[config.mk]
export PLATFORM = sky130hd
export DESIGN_NAME = fit_policy_partition_allocator_flat
export DESIGN_NICKNAME = d
export VERILOG_FILES = /design/src/rtl/core/fpa_pkg.sv /design/src/rtl/core/fpa_if.sv /design/src/rtl/core/fpa_ram.sv /design/src/rtl/core/fit_policy_partition_allocator.sv /design/src/flat_wrapper.sv
export SDC_FILE = /design/constraint.sdc
export NUM_CORES = 1
export LEC_CHECK = 0
export BUFFER_PORTS_ARGS = -buffer_cell sky130_fd_sc_hd__buf_2
export CORE_MARGIN = 10
export CORE_UTILIZATION = 48
export CTS_BUF_LIST = sky130_fd_sc_hd__clkbuf_4 sky130_fd_sc_hd__clkbuf_8
export CTS_CLUSTER_DIAMETER = 100
export DETAILED_ROUTE_END_ITERATION = 8
export PLACE_DENSITY_LB_ADDON = 0.15
export SYNTH_ARGS = -nofsm -noshare
export SYNTH_HDL_FRONTEND = slang
export SYNTH_HIERARCHICAL = 1
export SYNTH_SLANG_ARGS = --single-unit
[constraint.sdc]
create_clock -name clk -period 4.2 [get_ports clk]
set_input_delay 0.42 -clock clk [delete_from_list [all_inputs] [get_ports clk]]
set_output_delay 0.42 -clock clk [all_outputs]
set_load 0.02 [all_outputs]
[src/rtl/core/fpa_pkg.sv]
// ----------------------------------------------------------------------------
// fpa_pkg
// Shared types and codes for the partition allocator: field widths, item
// actions, placement policies, register indexes and controller states.
// ----------------------------------------------------------------------------
`default_nettype none

package fpa_pkg;

  localparam int ACTION_W   = 2;
  localparam int INDEX_W    = 4;
  localparam int AMOUNT_W   = 16;
  localparam int MODE_W     = 2;
  localparam int COUNT_W    = 5;
  localparam int NUMBER_W   = 5;
  localparam int CFG_ADDR_W = 2;
  localparam int CFG_DATA_W = 5;

  typedef logic [ACTION_W-1:0]   action_t;
  typedef logic [INDEX_W-1:0]    index_t;
  typedef logic [AMOUNT_W-1:0]   amount_t;
  typedef logic [MODE_W-1:0]     fit_mode_t;
  typedef logic [COUNT_W-1:0]    count_t;
  typedef logic [NUMBER_W-1:0]   number_t;
  typedef logic [CFG_ADDR_W-1:0] cfg_addr_t;
  typedef logic [CFG_DATA_W-1:0] cfg_data_t;

  localparam action_t ACT_LOAD    = 2'd0;
  localparam action_t ACT_RESTART = 2'd1;
  localparam action_t ACT_ALLOC   = 2'd2;

  localparam fit_mode_t FIT_FIRST = 2'd0;
  localparam fit_mode_t FIT_BEST  = 2'd1;
  localparam fit_mode_t FIT_WORST = 2'd2;

  localparam cfg_addr_t CFG_FIT_MODE    = 2'd0;
  localparam cfg_addr_t CFG_BLOCK_COUNT = 2'd1;

  localparam fit_mode_t FIT_MODE_RESET    = FIT_FIRST;
  localparam count_t    BLOCK_COUNT_RESET = 5'd16;

  typedef enum logic [2:0] {
    ST_CLEAR,
    ST_IDLE,
    ST_RESTART,
    ST_SCAN,
    ST_WRITE,
    ST_FIN
  } state_t;

endpackage

`default_nettype wire

[src/rtl/core/fpa_if.sv]
// ----------------------------------------------------------------------------
// fpa_if
// Valid/ready channels of the partition allocator: request words, result
// words and register writes.
// ----------------------------------------------------------------------------
`default_nettype none

interface fpa_in_if;
  import fpa_pkg::*;
  logic    valid;
  logic    ready;
  action_t action;
  index_t  block_index;
  amount_t amount;

  modport source (output valid, output action, output block_index, output amount,
                  input ready);
  modport sink   (input valid, input action, input block_index, input amount,
                  output ready);
endinterface

interface fpa_out_if;
  import fpa_pkg::*;
  logic    valid;
  logic    ready;
  logic    granted;
  number_t block_number;
  amount_t space_left;

  modport source (output valid, output granted, output block_number,
                  output space_left, input ready);
  modport sink   (input valid, input granted, input block_number,
                  input space_left, output ready);
endinterface

interface fpa_cfg_if;
  import fpa_pkg::*;
  logic      valid;
  logic      ready;
  cfg_addr_t index;
  cfg_data_t data;

  modport source (output valid, output index, output data, input ready);
  modport sink   (input valid, input index, input data, output ready);
endinterface

`default_nettype wire

[src/rtl/core/fpa_ram.sv]
// ----------------------------------------------------------------------------
// fpa_ram
// Simple dual-port RAM: one write port, one read port, registered read data.
// ----------------------------------------------------------------------------
`default_nettype none

module fpa_ram #(
  parameter int WIDTH = 16,
  parameter int DEPTH = 16
) (
  input  wire logic                     clk,
  input  wire logic                     we,
  input  wire logic [$clog2(DEPTH)-1:0] waddr,
  input  wire logic [WIDTH-1:0]         wdata,
  input  wire logic [$clog2(DEPTH)-1:0] raddr,
  output logic      [WIDTH-1:0]         rdata
);

  logic [WIDTH-1:0] mem_r [DEPTH];
  logic [WIDTH-1:0] rdata_r;

  always_ff @(posedge clk) begin
    if (we) begin
      mem_r[waddr] <= wdata;
    end
    rdata_r <= mem_r[raddr];
  end

  assign rdata = rdata_r;

endmodule

`default_nettype wire

[src/rtl/core/fit_policy_partition_allocator.sv]
// ----------------------------------------------------------------------------
// fit_policy_partition_allocator
// Fixed-partition allocator: loaded and free sizes live in two RAMs; an
// allocate word scans the free sizes one entry per cycle under the selected
// placement policy and writes the reduced size back.
// ----------------------------------------------------------------------------
// Load and unused actions go straight to the result; restart copies every loaded
// size into the free-size RAM; allocate scans N = min(block_count, MAX_BLOCKS)
// entries, then writes back. A new word is taken in the cycle after the result is
// registered, so no new word is taken before the last one has its result.
// After reset a clearing pass zeroes both RAMs; no word is accepted until it
// ends. Registers reset to first fit, 16.
`default_nettype none

module fit_policy_partition_allocator #(
  parameter int MAX_BLOCKS = 16,
  parameter int SIZE_BITS  = 16
) (
  input  wire logic clk,
  input  wire logic rst_n,
  fpa_in_if.sink    in_ch,
  fpa_out_if.source out_ch,
  fpa_cfg_if.sink   cfg_ch
);
  import fpa_pkg::*;

  localparam int IW   = $clog2(MAX_BLOCKS);
  localparam int CW0  = $clog2(MAX_BLOCKS + 1);
  localparam int CW   = (CW0 > COUNT_W) ? CW0 : COUNT_W;
  localparam logic [CW-1:0] MAX_C = CW'(MAX_BLOCKS);

  typedef logic [SIZE_BITS-1:0] size_t;
  typedef logic [IW-1:0]        addr_t;
  typedef logic [CW-1:0]        cnt_t;

  state_t    state_r, state_nxt;
  fit_mode_t fit_mode_r;
  count_t    block_count_r;
  cnt_t      cnt_r, cnt_nxt;
  logic      rd_v_r, rd_v_nxt;
  addr_t     rd_idx_r, rd_idx_nxt;
  size_t     req_r, req_nxt;
  logic      pick_v_r, pick_v_nxt;
  addr_t     pick_idx_r, pick_idx_nxt;
  size_t     pick_val_r, pick_val_nxt;
  logic      res_granted_r, res_granted_nxt;
  number_t   res_number_r, res_number_nxt;
  amount_t   res_left_r, res_left_nxt;
  logic      out_valid_r, out_valid_nxt;
  logic      out_granted_r;
  number_t   out_number_r;
  amount_t   out_left_r;

  logic  in_acc;
  logic  out_free;
  logic  idx_ok;
  cnt_t  lim;
  logic  fit_ok;
  size_t left_val;
  size_t take_val;
  logic  take;

  logic  ld_we;
  addr_t ld_waddr;
  size_t ld_wdata;
  size_t ld_rdata;
  logic  fr_we;
  addr_t fr_waddr;
  size_t fr_wdata;
  size_t fr_rdata;

  assign in_ch.ready   = (state_r == ST_IDLE);
  assign cfg_ch.ready  = 1'b1;
  assign in_acc        = in_ch.valid && in_ch.ready;
  assign out_free      = !out_valid_r || out_ch.ready;
  assign idx_ok        = (32'(in_ch.block_index) < 32'(MAX_BLOCKS));
  assign lim           = (CW'(block_count_r) > MAX_C) ? MAX_C : CW'(block_count_r);
  assign fit_ok        = pick_v_r && (pick_val_r >= req_r);
  assign left_val      = pick_val_r - req_r;

  assign out_ch.valid        = out_valid_r;
  assign out_ch.granted      = out_granted_r;
  assign out_ch.block_number = out_number_r;
  assign out_ch.space_left   = out_left_r;

  fpa_ram #(.WIDTH(SIZE_BITS), .DEPTH(MAX_BLOCKS)) u_loaded (
    .clk   (clk),
    .we    (ld_we),
    .waddr (ld_waddr),
    .wdata (ld_wdata),
    .raddr (cnt_r[IW-1:0]),
    .rdata (ld_rdata)
  );

  fpa_ram #(.WIDTH(SIZE_BITS), .DEPTH(MAX_BLOCKS)) u_free (
    .clk   (clk),
    .we    (fr_we),
    .waddr (fr_waddr),
    .wdata (fr_wdata),
    .raddr (cnt_r[IW-1:0]),
    .rdata (fr_rdata)
  );

  // Next state
  always_comb begin
    state_nxt = state_r;
    case (state_r)
      ST_CLEAR: begin
        if (cnt_r == MAX_C - cnt_t'(1)) state_nxt = ST_IDLE;
      end
      ST_IDLE: begin
        if (in_acc) begin
          case (in_ch.action)
            ACT_RESTART: state_nxt = ST_RESTART;
            ACT_ALLOC:   state_nxt = ST_SCAN;
            default:     state_nxt = ST_FIN;
          endcase
        end
      end
      ST_RESTART: begin
        if (cnt_r >= MAX_C) state_nxt = ST_FIN;
      end
      ST_SCAN: begin
        if (cnt_r >= lim) state_nxt = ST_WRITE;
      end
      ST_WRITE: state_nxt = ST_FIN;
      ST_FIN: begin
        if (out_free) state_nxt = ST_IDLE;
      end
      default: state_nxt = ST_IDLE;
    endcase
  end

  // RAM controls
  always_comb begin
    ld_we    = 1'b0;
    ld_waddr = addr_t'(in_ch.block_index);
    ld_wdata = size_t'(in_ch.amount);
    fr_we    = 1'b0;
    fr_waddr = rd_idx_r;
    fr_wdata = ld_rdata;
    case (state_r)
      ST_CLEAR: begin
        ld_we    = 1'b1;
        ld_waddr = cnt_r[IW-1:0];
        ld_wdata = '0;
        fr_we    = 1'b1;
        fr_waddr = cnt_r[IW-1:0];
        fr_wdata = '0;
      end
      ST_IDLE: begin
        ld_we = in_acc && (in_ch.action == ACT_LOAD) && idx_ok;
      end
      ST_RESTART: begin
        fr_we = rd_v_r;
      end
      ST_WRITE: begin
        fr_we    = fit_ok;
        fr_waddr = pick_idx_r;
        fr_wdata = left_val;
      end
      default: ;
    endcase
  end

  // Policy compare on the entry returned by the free-size RAM
  always_comb begin
    take_val = fr_rdata;
    case (fit_mode_r)
      FIT_BEST:  take = (take_val >= req_r) && (!pick_v_r || take_val < pick_val_r);
      FIT_WORST: take = !pick_v_r || (take_val > pick_val_r);
      default:   take = (take_val >= req_r) && !pick_v_r;
    endcase
  end

  // Datapath next values
  always_comb begin
    cnt_nxt         = cnt_r;
    rd_v_nxt        = 1'b0;
    rd_idx_nxt      = cnt_r[IW-1:0];
    req_nxt         = req_r;
    pick_v_nxt      = pick_v_r;
    pick_idx_nxt    = pick_idx_r;
    pick_val_nxt    = pick_val_r;
    res_granted_nxt = res_granted_r;
    res_number_nxt  = res_number_r;
    res_left_nxt    = res_left_r;
    out_valid_nxt   = out_valid_r && !out_ch.ready;
    case (state_r)
      ST_CLEAR: begin
        cnt_nxt = (cnt_r == MAX_C - cnt_t'(1)) ? '0 : cnt_r + cnt_t'(1);
      end
      ST_IDLE: begin
        if (in_acc) begin
          cnt_nxt         = '0;
          req_nxt         = size_t'(in_ch.amount);
          pick_v_nxt      = 1'b0;
          res_granted_nxt = 1'b0;
          res_number_nxt  = '0;
          res_left_nxt    = '0;
        end
      end
      ST_RESTART: begin
        if (cnt_r < MAX_C) begin
          rd_v_nxt = 1'b1;
          cnt_nxt  = cnt_r + cnt_t'(1);
        end
      end
      ST_SCAN: begin
        if (cnt_r < lim) begin
          rd_v_nxt = 1'b1;
          cnt_nxt  = cnt_r + cnt_t'(1);
        end
        if (rd_v_r && take) begin
          pick_v_nxt   = 1'b1;
          pick_idx_nxt = rd_idx_r;
          pick_val_nxt = take_val;
        end
      end
      ST_WRITE: begin
        if (fit_ok) begin
          res_granted_nxt = 1'b1;
          res_number_nxt  = number_t'(cnt_t'(pick_idx_r) + cnt_t'(1));
          res_left_nxt    = amount_t'(left_val);
        end
      end
      ST_FIN: begin
        if (out_free) out_valid_nxt = 1'b1;
      end
      default: ;
    endcase
  end

  always_ff @(posedge clk) begin
    if (!rst_n) begin
      state_r       <= ST_CLEAR;
      cnt_r         <= '0;
      rd_v_r        <= 1'b0;
      out_valid_r   <= 1'b0;
      fit_mode_r    <= FIT_MODE_RESET;
      block_count_r <= BLOCK_COUNT_RESET;
    end else begin
      state_r     <= state_nxt;
      cnt_r       <= cnt_nxt;
      rd_v_r      <= rd_v_nxt;
      out_valid_r <= out_valid_nxt;
      if (cfg_ch.valid) begin
        case (cfg_ch.index)
          CFG_FIT_MODE:    fit_mode_r    <= fit_mode_t'(cfg_ch.data);
          CFG_BLOCK_COUNT: block_count_r <= count_t'(cfg_ch.data);
          default: ;
        endcase
      end
    end
  end

  // Payload: no reset
  always_ff @(posedge clk) begin
    rd_idx_r      <= rd_idx_nxt;
    req_r         <= req_nxt;
    pick_v_r      <= pick_v_nxt;
    pick_idx_r    <= pick_idx_nxt;
    pick_val_r    <= pick_val_nxt;
    res_granted_r <= res_granted_nxt;
    res_number_r  <= res_number_nxt;
    res_left_r    <= res_left_nxt;
    if (state_r == ST_FIN && out_free) begin
      out_granted_r <= res_granted_r;
      out_number_r  <= res_number_r;
      out_left_r    <= res_left_r;
    end
  end

endmodule

`default_nettype wire
[src/flat_wrapper.sv]
// flat-port wrapper written by rule: the top's interface ports become plain ports
module fit_policy_partition_allocator_flat import fpa_pkg::*;
#(
  parameter int MAX_BLOCKS = 16,
  parameter int SIZE_BITS  = 16
)
  (clk, rst_n, in_ch_valid, in_ch_action, in_ch_block_index, in_ch_amount, in_ch_ready, out_ch_valid, out_ch_granted, out_ch_block_number, out_ch_space_left, out_ch_ready, cfg_ch_valid, cfg_ch_index, cfg_ch_data, cfg_ch_ready);
  fpa_in_if in_ch_i ();
  fpa_out_if out_ch_i ();
  fpa_cfg_if cfg_ch_i ();
  input  wire logic clk;
  input  wire logic rst_n;
  input wire logic [$bits(in_ch_i.valid)-1:0] in_ch_valid;
  input wire logic [$bits(in_ch_i.action)-1:0] in_ch_action;
  input wire logic [$bits(in_ch_i.block_index)-1:0] in_ch_block_index;
  input wire logic [$bits(in_ch_i.amount)-1:0] in_ch_amount;
  output wire logic [$bits(in_ch_i.ready)-1:0] in_ch_ready;
  output wire logic [$bits(out_ch_i.valid)-1:0] out_ch_valid;
  output wire logic [$bits(out_ch_i.granted)-1:0] out_ch_granted;
  output wire logic [$bits(out_ch_i.block_number)-1:0] out_ch_block_number;
  output wire logic [$bits(out_ch_i.space_left)-1:0] out_ch_space_left;
  input wire logic [$bits(out_ch_i.ready)-1:0] out_ch_ready;
  input wire logic [$bits(cfg_ch_i.valid)-1:0] cfg_ch_valid;
  input wire logic [$bits(cfg_ch_i.index)-1:0] cfg_ch_index;
  input wire logic [$bits(cfg_ch_i.data)-1:0] cfg_ch_data;
  output wire logic [$bits(cfg_ch_i.ready)-1:0] cfg_ch_ready;
  assign in_ch_i.valid = in_ch_valid;
  assign in_ch_i.action = in_ch_action;
  assign in_ch_i.block_index = in_ch_block_index;
  assign in_ch_i.amount = in_ch_amount;
  assign in_ch_ready = in_ch_i.ready;
  assign out_ch_valid = out_ch_i.valid;
  assign out_ch_granted = out_ch_i.granted;
  assign out_ch_block_number = out_ch_i.block_number;
  assign out_ch_space_left = out_ch_i.space_left;
  assign out_ch_i.ready = out_ch_ready;
  assign cfg_ch_i.valid = cfg_ch_valid;
  assign cfg_ch_i.index = cfg_ch_index;
  assign cfg_ch_i.data = cfg_ch_data;
  assign cfg_ch_ready = cfg_ch_i.ready;
  fit_policy_partition_allocator #(.MAX_BLOCKS(MAX_BLOCKS), .SIZE_BITS(SIZE_BITS)) u_core (.clk(clk), .rst_n(rst_n), .in_ch(in_ch_i), .out_ch(out_ch_i), .cfg_ch(cfg_ch_i));
endmodule
Yosys cells after proc, flatten, opt, wreduce, memory -nomap -nowiden
Memories as Yosys holds them, arrays and structs flattened. A register that Yosys moved wholly into a read port is not among the register bits.
Cells that the tools add are included.
{ "totals": {"input_bits": 34, "ff_bits": 102, "n_memories": 2, "output_inout_bits": 25, "word_cells": 118, "ramBits": 512} }
{ "mem_list": {"columns": ["name", "depth", "width", "read_ports", "rd_ports_with_merged_regs", "write_ports", "line", "rtl"], "rows": [
  ["u_core.u_free.mem_r", 16, 16, 1, 1, 1, "fpa_ram.sv:19", "logic [WIDTH-1:0] mem_r [DEPTH];"],
  ["u_core.u_loaded.mem_r", 16, 16, 1, 1, 1, "fpa_ram.sv:19", null]
]} }
{ "op_classes": {"addsub": 3, "eq_ne": 20, "n_mux": 39, "n_reduce_logical": 28, "order_cmp": 9} }
{ "ops": {"columns": ["operator", "count"], "rows": [
  ["16-bit case mux with 2 select lines", 2],
  ["16-bit 2-to-1 mux", 3],
  ["16-bit greater-or-equal comparator", 2],
  ["5-bit 2-to-1 mux", 6],
  ["5-bit case mux with 4 select lines", 1],
  ["3-bit case mux with 6 select lines", 1],
  ["16-bit greater-than comparator", 1],
  ["16-bit less-than comparator", 1],
  ["2-bit by 1-bit != test with 1-bit output, second input constant", 8],
  ["16-bit subtractor", 1],
  ["3-bit 2-to-1 mux", 5],
  ["1-bit 2-to-1 mux", 11],
  ["1-bit case mux with 2 select lines", 5],
  ["5-bit case mux with 2 select lines", 1],
  ["1-bit logical AND", 8],
  ["4-bit case mux with 2 select lines", 1],
  ["2-bit AND reduction", 4],
  ["2-bit by 1-bit == test with 1-bit output, second input constant", 3],
  ["3-bit by 2-bit == test with 1-bit output, second input constant", 2],
  ["3-bit == test, second input constant", 2],
  ["3-bit case mux with 2 select lines", 1],
  ["3-bit AND reduction", 2],
  ["4-bit by 1-bit adder with 5-bit output, second input constant", 1],
  ["5-bit by 1-bit adder with 5-bit output, second input constant", 1],
  ["other kinds (19)", 26]
]} }

Depth between registers and ports, before layout
{ "logic_depth": {"ltp_word": 7, "depth_mapped": 12, "depth_no_buf": 12} }

Hierarchy
Netlist, hierarchy kept.
{ "by_module_without_submodules": {"columns": ["module", "cells_each", "area_each_um2", "n_inst"], "rows": [
  ["fpa_ram", 432, 10043.4, 2],
  ["fit_policy_partition_allocator", 554, 5871.9, 1]
]} }

Least setup slack after synthesis
Ideal clock, no wire load.
{ "synth_timing": {"kind": "register to register", "start": "register u_core.state_r[1]", "end": "memory u_core.u_loaded.mem_r[0][0], enable pin", "slack_ns": 0.193, "t_arrival_ns": 3.598, "setup_ns": 0.409, "period_less_slack_ns": 4.007, "stages_incl_launch_ff": 9, "cell_sequence": "dfxtp_1 buf_2 buf_2 nor3_1 nand2_1 inv_1 a21o_1 or3b_2 nor3_1"} }
{ "synth_between": {"elab_chain_cells": 6} }
{ "synth_rtl": {"columns": ["item", "line", "rtl"], "rows": [
  ["start, declared", "fit_policy_partition_allocator.sv:36", "state_t state_r, state_nxt;"],
  ["start signal, assigned", "fit_policy_partition_allocator.sv:243", "state_r <= state_nxt;"],
  ["3-bit by 1-bit == test with 1-bit output (*)", "fit_policy_partition_allocator.sv:72", "assign in_ch.ready = (state_r == ST_IDLE);"],
  ["net in_ch_ready", "flat_wrapper.sv:17", "output wire logic [$bits(in_ch_i.ready)-1:0] in_ch_ready;"],
  ["1-bit logical AND", "fit_policy_partition_allocator.sv:74", "assign in_acc = in_ch.valid && in_ch.ready;"],
  ["1-bit logical AND", "fit_policy_partition_allocator.sv:152", "ld_we = in_acc && (in_ch.action == ACT_LOAD) && idx_ok;"],
  ["1-bit case mux with 2 select lines (*)", "fit_policy_partition_allocator.sv:142", "case (state_r)"],
  ["net u_core.ld_we", "fit_policy_partition_allocator.sv:63", "logic ld_we;"],
  ["1-bit 2-to-1 mux (*)", "fpa_ram.sv:23", "if (we) begin"],
  ["1-bit 2-to-1 mux (implied by the code) (*)", "fpa_ram.sv:24", "mem_r[waddr] <= wdata;"],
  ["end, declared", "fpa_ram.sv:19", null]
]} }
Mark *: on every way through the listed nets, which the timed path passes. The rest lies on a longest branch.

Worst setup path after layout
{ "layout_timing": {"start": "register u_core.state_r[1]", "end": "memory u_core.u_free.mem_r[11][11], enable pin"} }
{ "layout_rtl": {"columns": ["item", "line", "rtl"], "rows": [
  ["3-bit == test / 3-bit zero test (equally long branches)", "fit_policy_partition_allocator.sv:142", null],
  ["4-bit case mux with 2 select lines (*)", "fit_policy_partition_allocator.sv:142", null],
  ["net u_core.fr_waddr[0]", "fit_policy_partition_allocator.sv:68", "addr_t fr_waddr;"],
  ["end, declared", "fpa_ram.sv:19", null]
]} }
Marked as above.

==> flow_summary.yaml <==
run_status:
  status: "complete, no violations"
logic_synthesis:
  ys_ff_latch: 646
  synth_top_area_frac: 0.686
  synth_area_leaders: "edfxtp_1 (69%), mux4_2 (9.4%), dfxtp_1 (4.1%)"
  syn-num-nets: 1512
  synthFlopType: "edfxtp_1"
  async_reset_ff_frac: 0
  synth_area_mm2: 0.0260
  yosysUniqueCellTypes: 62
  avgSynthCellArea_um2: 18.3
  yosysWarnings: 6
  synth_edf_count: 593
  synth-seq-area-share: 0.727
  synth_top_area_cell: "edfxtp_1"
  syn_inst: 1418
global_route:
  grt_pass1_wl_mm: 90.6
  grt_pass1_vias: 14000
  antenna_found_initial: 2
  track_usage: 0.192
  grt_max_degree: 57
  overflow: 0
timing:
  tightest_slew_ns: 1.45
  max_freq_mhz: 274
  slew_violations: 0
  period_needed_ns: 3.65
  finalHoldViolations: 0
  rsz0062_at_grt: "no"
  relSlewSlack: 0.0199
  finalSetupViolCount: 0
  finClkSkew_ns: 0.0398
  setup_tns_ns: 0
  layout_worst_path_cycle_share: 0.869
routing:
  vias: 13800
  wl_per_cell_um: 25.4
  postRouteAntennaNets: 0
  drt_iter0_markers: 1135
  via_per_inst: 5.74
  detail_route.wirelength_mm: 60.9
  route.detailed.drc: 0
  drt_pass1_iterations: 6
pwr:
  pwr_density_cell_mw_per_mm2: 449
  p_leak_uw: 0.0105
  peakVddDrop_mv: 0.300
clocking:
  cts_tree: "built"
  ctsLongestPathBuffers: 3
  post_cts_buffers: 0
  cts_buffers: 102
  cts.sinks: 646
  clkLatencyLatePin_ns: 0.69
  cts_root_buffer: "clkbuf_8"
  clk_pin_slew_ns: 0.06
  htreeDepth: 3
worst_setup_path:
  worstPathArrival_ns: 4.00
  rrSetupSlack_ns: 0.55
  end_kind: "flip-flop"
  crit_fanout: 19
  ff2ff_path_depth: 5
  critical_path.reg2reg.endpoint: "u_core/u_free/mem_r[11][11]$_DFFE_PP_"
  crit_type: "flip-flop to flip-flop"
  r2r_start: "u_core/state_r[1]$_SDFFE_PN0P_"
  start_kind: "flip-flop"
  cp.required_ns: 4.55
finish:
  nFillCells: 4217
  drive_gt1_frac: 0.268
  final_net_count: 1709
  design_area_mm2: 0.0297
  area_delta_synth_final_pct: 14.4
  multi_input_area_mm2: 0.00671
  seqCellArea_mm2: 0.0189
  fin_cells: 2396
floorplan:
  die_x_um: 253
  rows: 85
  coreArea_mm2: 0.0537
  ioPinCount: 59
  die_area_mm2: 0.0638
  initial_utilization: 0.483
  dieHeight_um: 253
placed_design:
  placed_area_mm2: 0.0275
  dp_hpwl_mm: 40.3
  dp_cells: 2185
  place_congestion: 0.895
  port_buffers: 57
min_path:
  worstHoldEndpoint: "u_core/out_ch.valid$_SDFF_PN0_"
  worstHoldPathType: "input port to flip-flop"
  hold_path.startpoint: "out_ch_ready"
  holdPathStages: 3
job:
  drv_cap: 0
==> worst max-delay path: stages, from the launching register on <==
cell	delay [ns]
dfxtp_1	0.48
or2_2	0.49
o21ai_0	1.16
nand2_1	0.41
nor2_2	0.45
buf_4	0.31
==> synth_stat cells, drive strengths merged, types with 2 or more instances <==
library cell,n
o21bai,5
and3,4
or3,4
a211oi,3
mux4,128
inv,48
xnor2,7
a22oi,66
xor2,3
o41ai,2
ha,59
buf,34
nor3,16
a22o,4
or4,2
dfxtp,53
nand4,8
mux2i,12
o211ai,7
nand3,12
o2111ai,2
nand2,73
a211o,2
mux2,5
clkbuf,24
o31ai,4
nor4,3
and2,9
a31oi,4
nor4b,2
or3b,2
nand3b,8
or2,3
nand2b,11
edfxtp,593
o21ai,33
nor2,59
o21a,6
a21oi,34
o311ai,2
nor2b,35
a21o,16
==> repair_timing <==
action                     CTS  global route
setup endpoints to repair    0             0
resized for setup            0             0
hold endpoints to repair    24             1
hold buffers                21             1
==> layer usage <==
| layer | up-vias | share of wire | track usage |
|---|---|---|---|
| met1 | 7075 | 0.43 | 0.259 |
| li1 | 6120 | - | - |
| met3 | 95 | 0.068 | 0.0499 |
| met4 | 2 | 0.022 | 0.0583 |
| met5 | - | 0.00021 | 0 |
| met2 | 467 | 0.48 | 0.304 |
==> registers in the layout (all words and copies together) (netlist names), 5 cells and up <==
name / cells
u_core/u_free/mem_r: 256
u_core/u_loaded/mem_r: 256
u_core/out_ch.space_left: 16
u_core/pick_val_r: 16
u_core/req_r: 16
u_core/res_left_r: 16
u_core/u_free/rdata: 16
u_core/u_loaded/rdata: 16
u_core/block_count_r: 5
u_core/cnt_r: 5
u_core/out_ch.block_number: 5
u_core/res_number_r: 5
==> cells by family (layout without fill, tap and decap cells) <==
logic type / after synthesis / count (layout) / share of synthesized area
AO/OA/AOI/OAI: 196 / 196 / 0.0515
flip-flops: 646 / 646 / 0.727
multiplexers: 145 / 145 / 0.121
AND/OR/NAND/NOR: 254 / 254 / 0.0488
XOR/XNOR: 10 / 10 / 0.00337
adder cells (fa/ha/maj): 60 / 60 / 0.0292
other: 1 / 2 / 0.000144
buffers and inverters: 106 / 387 / 0.0194
==> report_power, final <==
part           internal, uW  total (uW)  switching, uW
sequential             7140        7240           99.1
combinational           394         907            513
clock                  2780        5190           2410
==> placed cells by master, fill, tap and decap left out, types with 22 or more instances in the layout <==
cell / netlist / final
dlygate4sd3_1: 0 / 22
mux4_2: 108 / 108
nand2_1: 73 / 73
inv_1: 48 / 48
buf_2: 12 / 57
nor2_1: 59 / 34
ha_1: 59 / 59
nor2b_1: 34 / 33
dfxtp_1: 53 / 51
a22oi_1: 66 / 66
o21ai_0: 32 / 32
clkinv_1: 0 / 23
nor2_2: 0 / 25
a21oi_1: 33 / 32
clkbuf_8: 0 / 108
buf_4: 8 / 72
clkbuf_4: 0 / 37
edfxtp_1: 593 / 593
==> cell type report <==
cell class | count | area share
clock buffers | 145 | 0.0594
diodes | 1 | 0.0000843
well taps | 696 | 0.0293
clock inverters | 43 | 0.00826
multi-input cells | 666 | 0.226
flip-flops and latches | 646 | 0.636
inverters | 48 | 0.00607
repair buffers | 151 | 0.0352
==> how the worst max path moves through the flow <==
stage	cells past startpoint	startpoint	slack [ns]	endpoint
finish	5	u_core/state_r[1]$_SDFFE_PN0P_	0.55	u_core/u_free/mem_r[11][11]$_DFFE_PP_
detailed placement	5	u_core/state_r[1]$_SDFFE_PN0P_	0.68	u_core/u_free/mem_r[9][9]$_DFFE_PP_
CTS	5	u_core/state_r[1]$_SDFFE_PN0P_	0.61	u_core/u_free/mem_r[11][11]$_DFFE_PP_
global placement	5	u_core/state_r[1]$_SDFFE_PN0P_	0.77	u_core/u_free/mem_r[11][11]$_DFFE_PP_
global route	5	u_core/state_r[1]$_SDFFE_PN0P_	0.43	u_core/u_free/mem_r[11][6]$_DFFE_PP_
floorplan	8	u_core/state_r[1]$_SDFFE_PN0P_	0.19	u_core/u_loaded/mem_r[0][0]$_DFFE_PP_
==> stage by stage <==
| stage | hold WS (ns) | util | worst slack [ns] | power [uW] |
|---|---|---|---|---|
| floorplan | 0.400 | - | 0.193 | 7910 |
| CTS | 0.000491 | 0.553 | 0.611 | 13500 |
| detailed placement | 0.405 | 0.511 | 0.679 | 8270 |
| global route | 0.101 | 0.553 | 0.426 | 13900 |
| global placement | 0.405 | 0.511 | 0.770 | 8260 |
| finish | 0.113 | 0.553 | 0.548 | 13300 |
(Power assumes the default switching activity.)
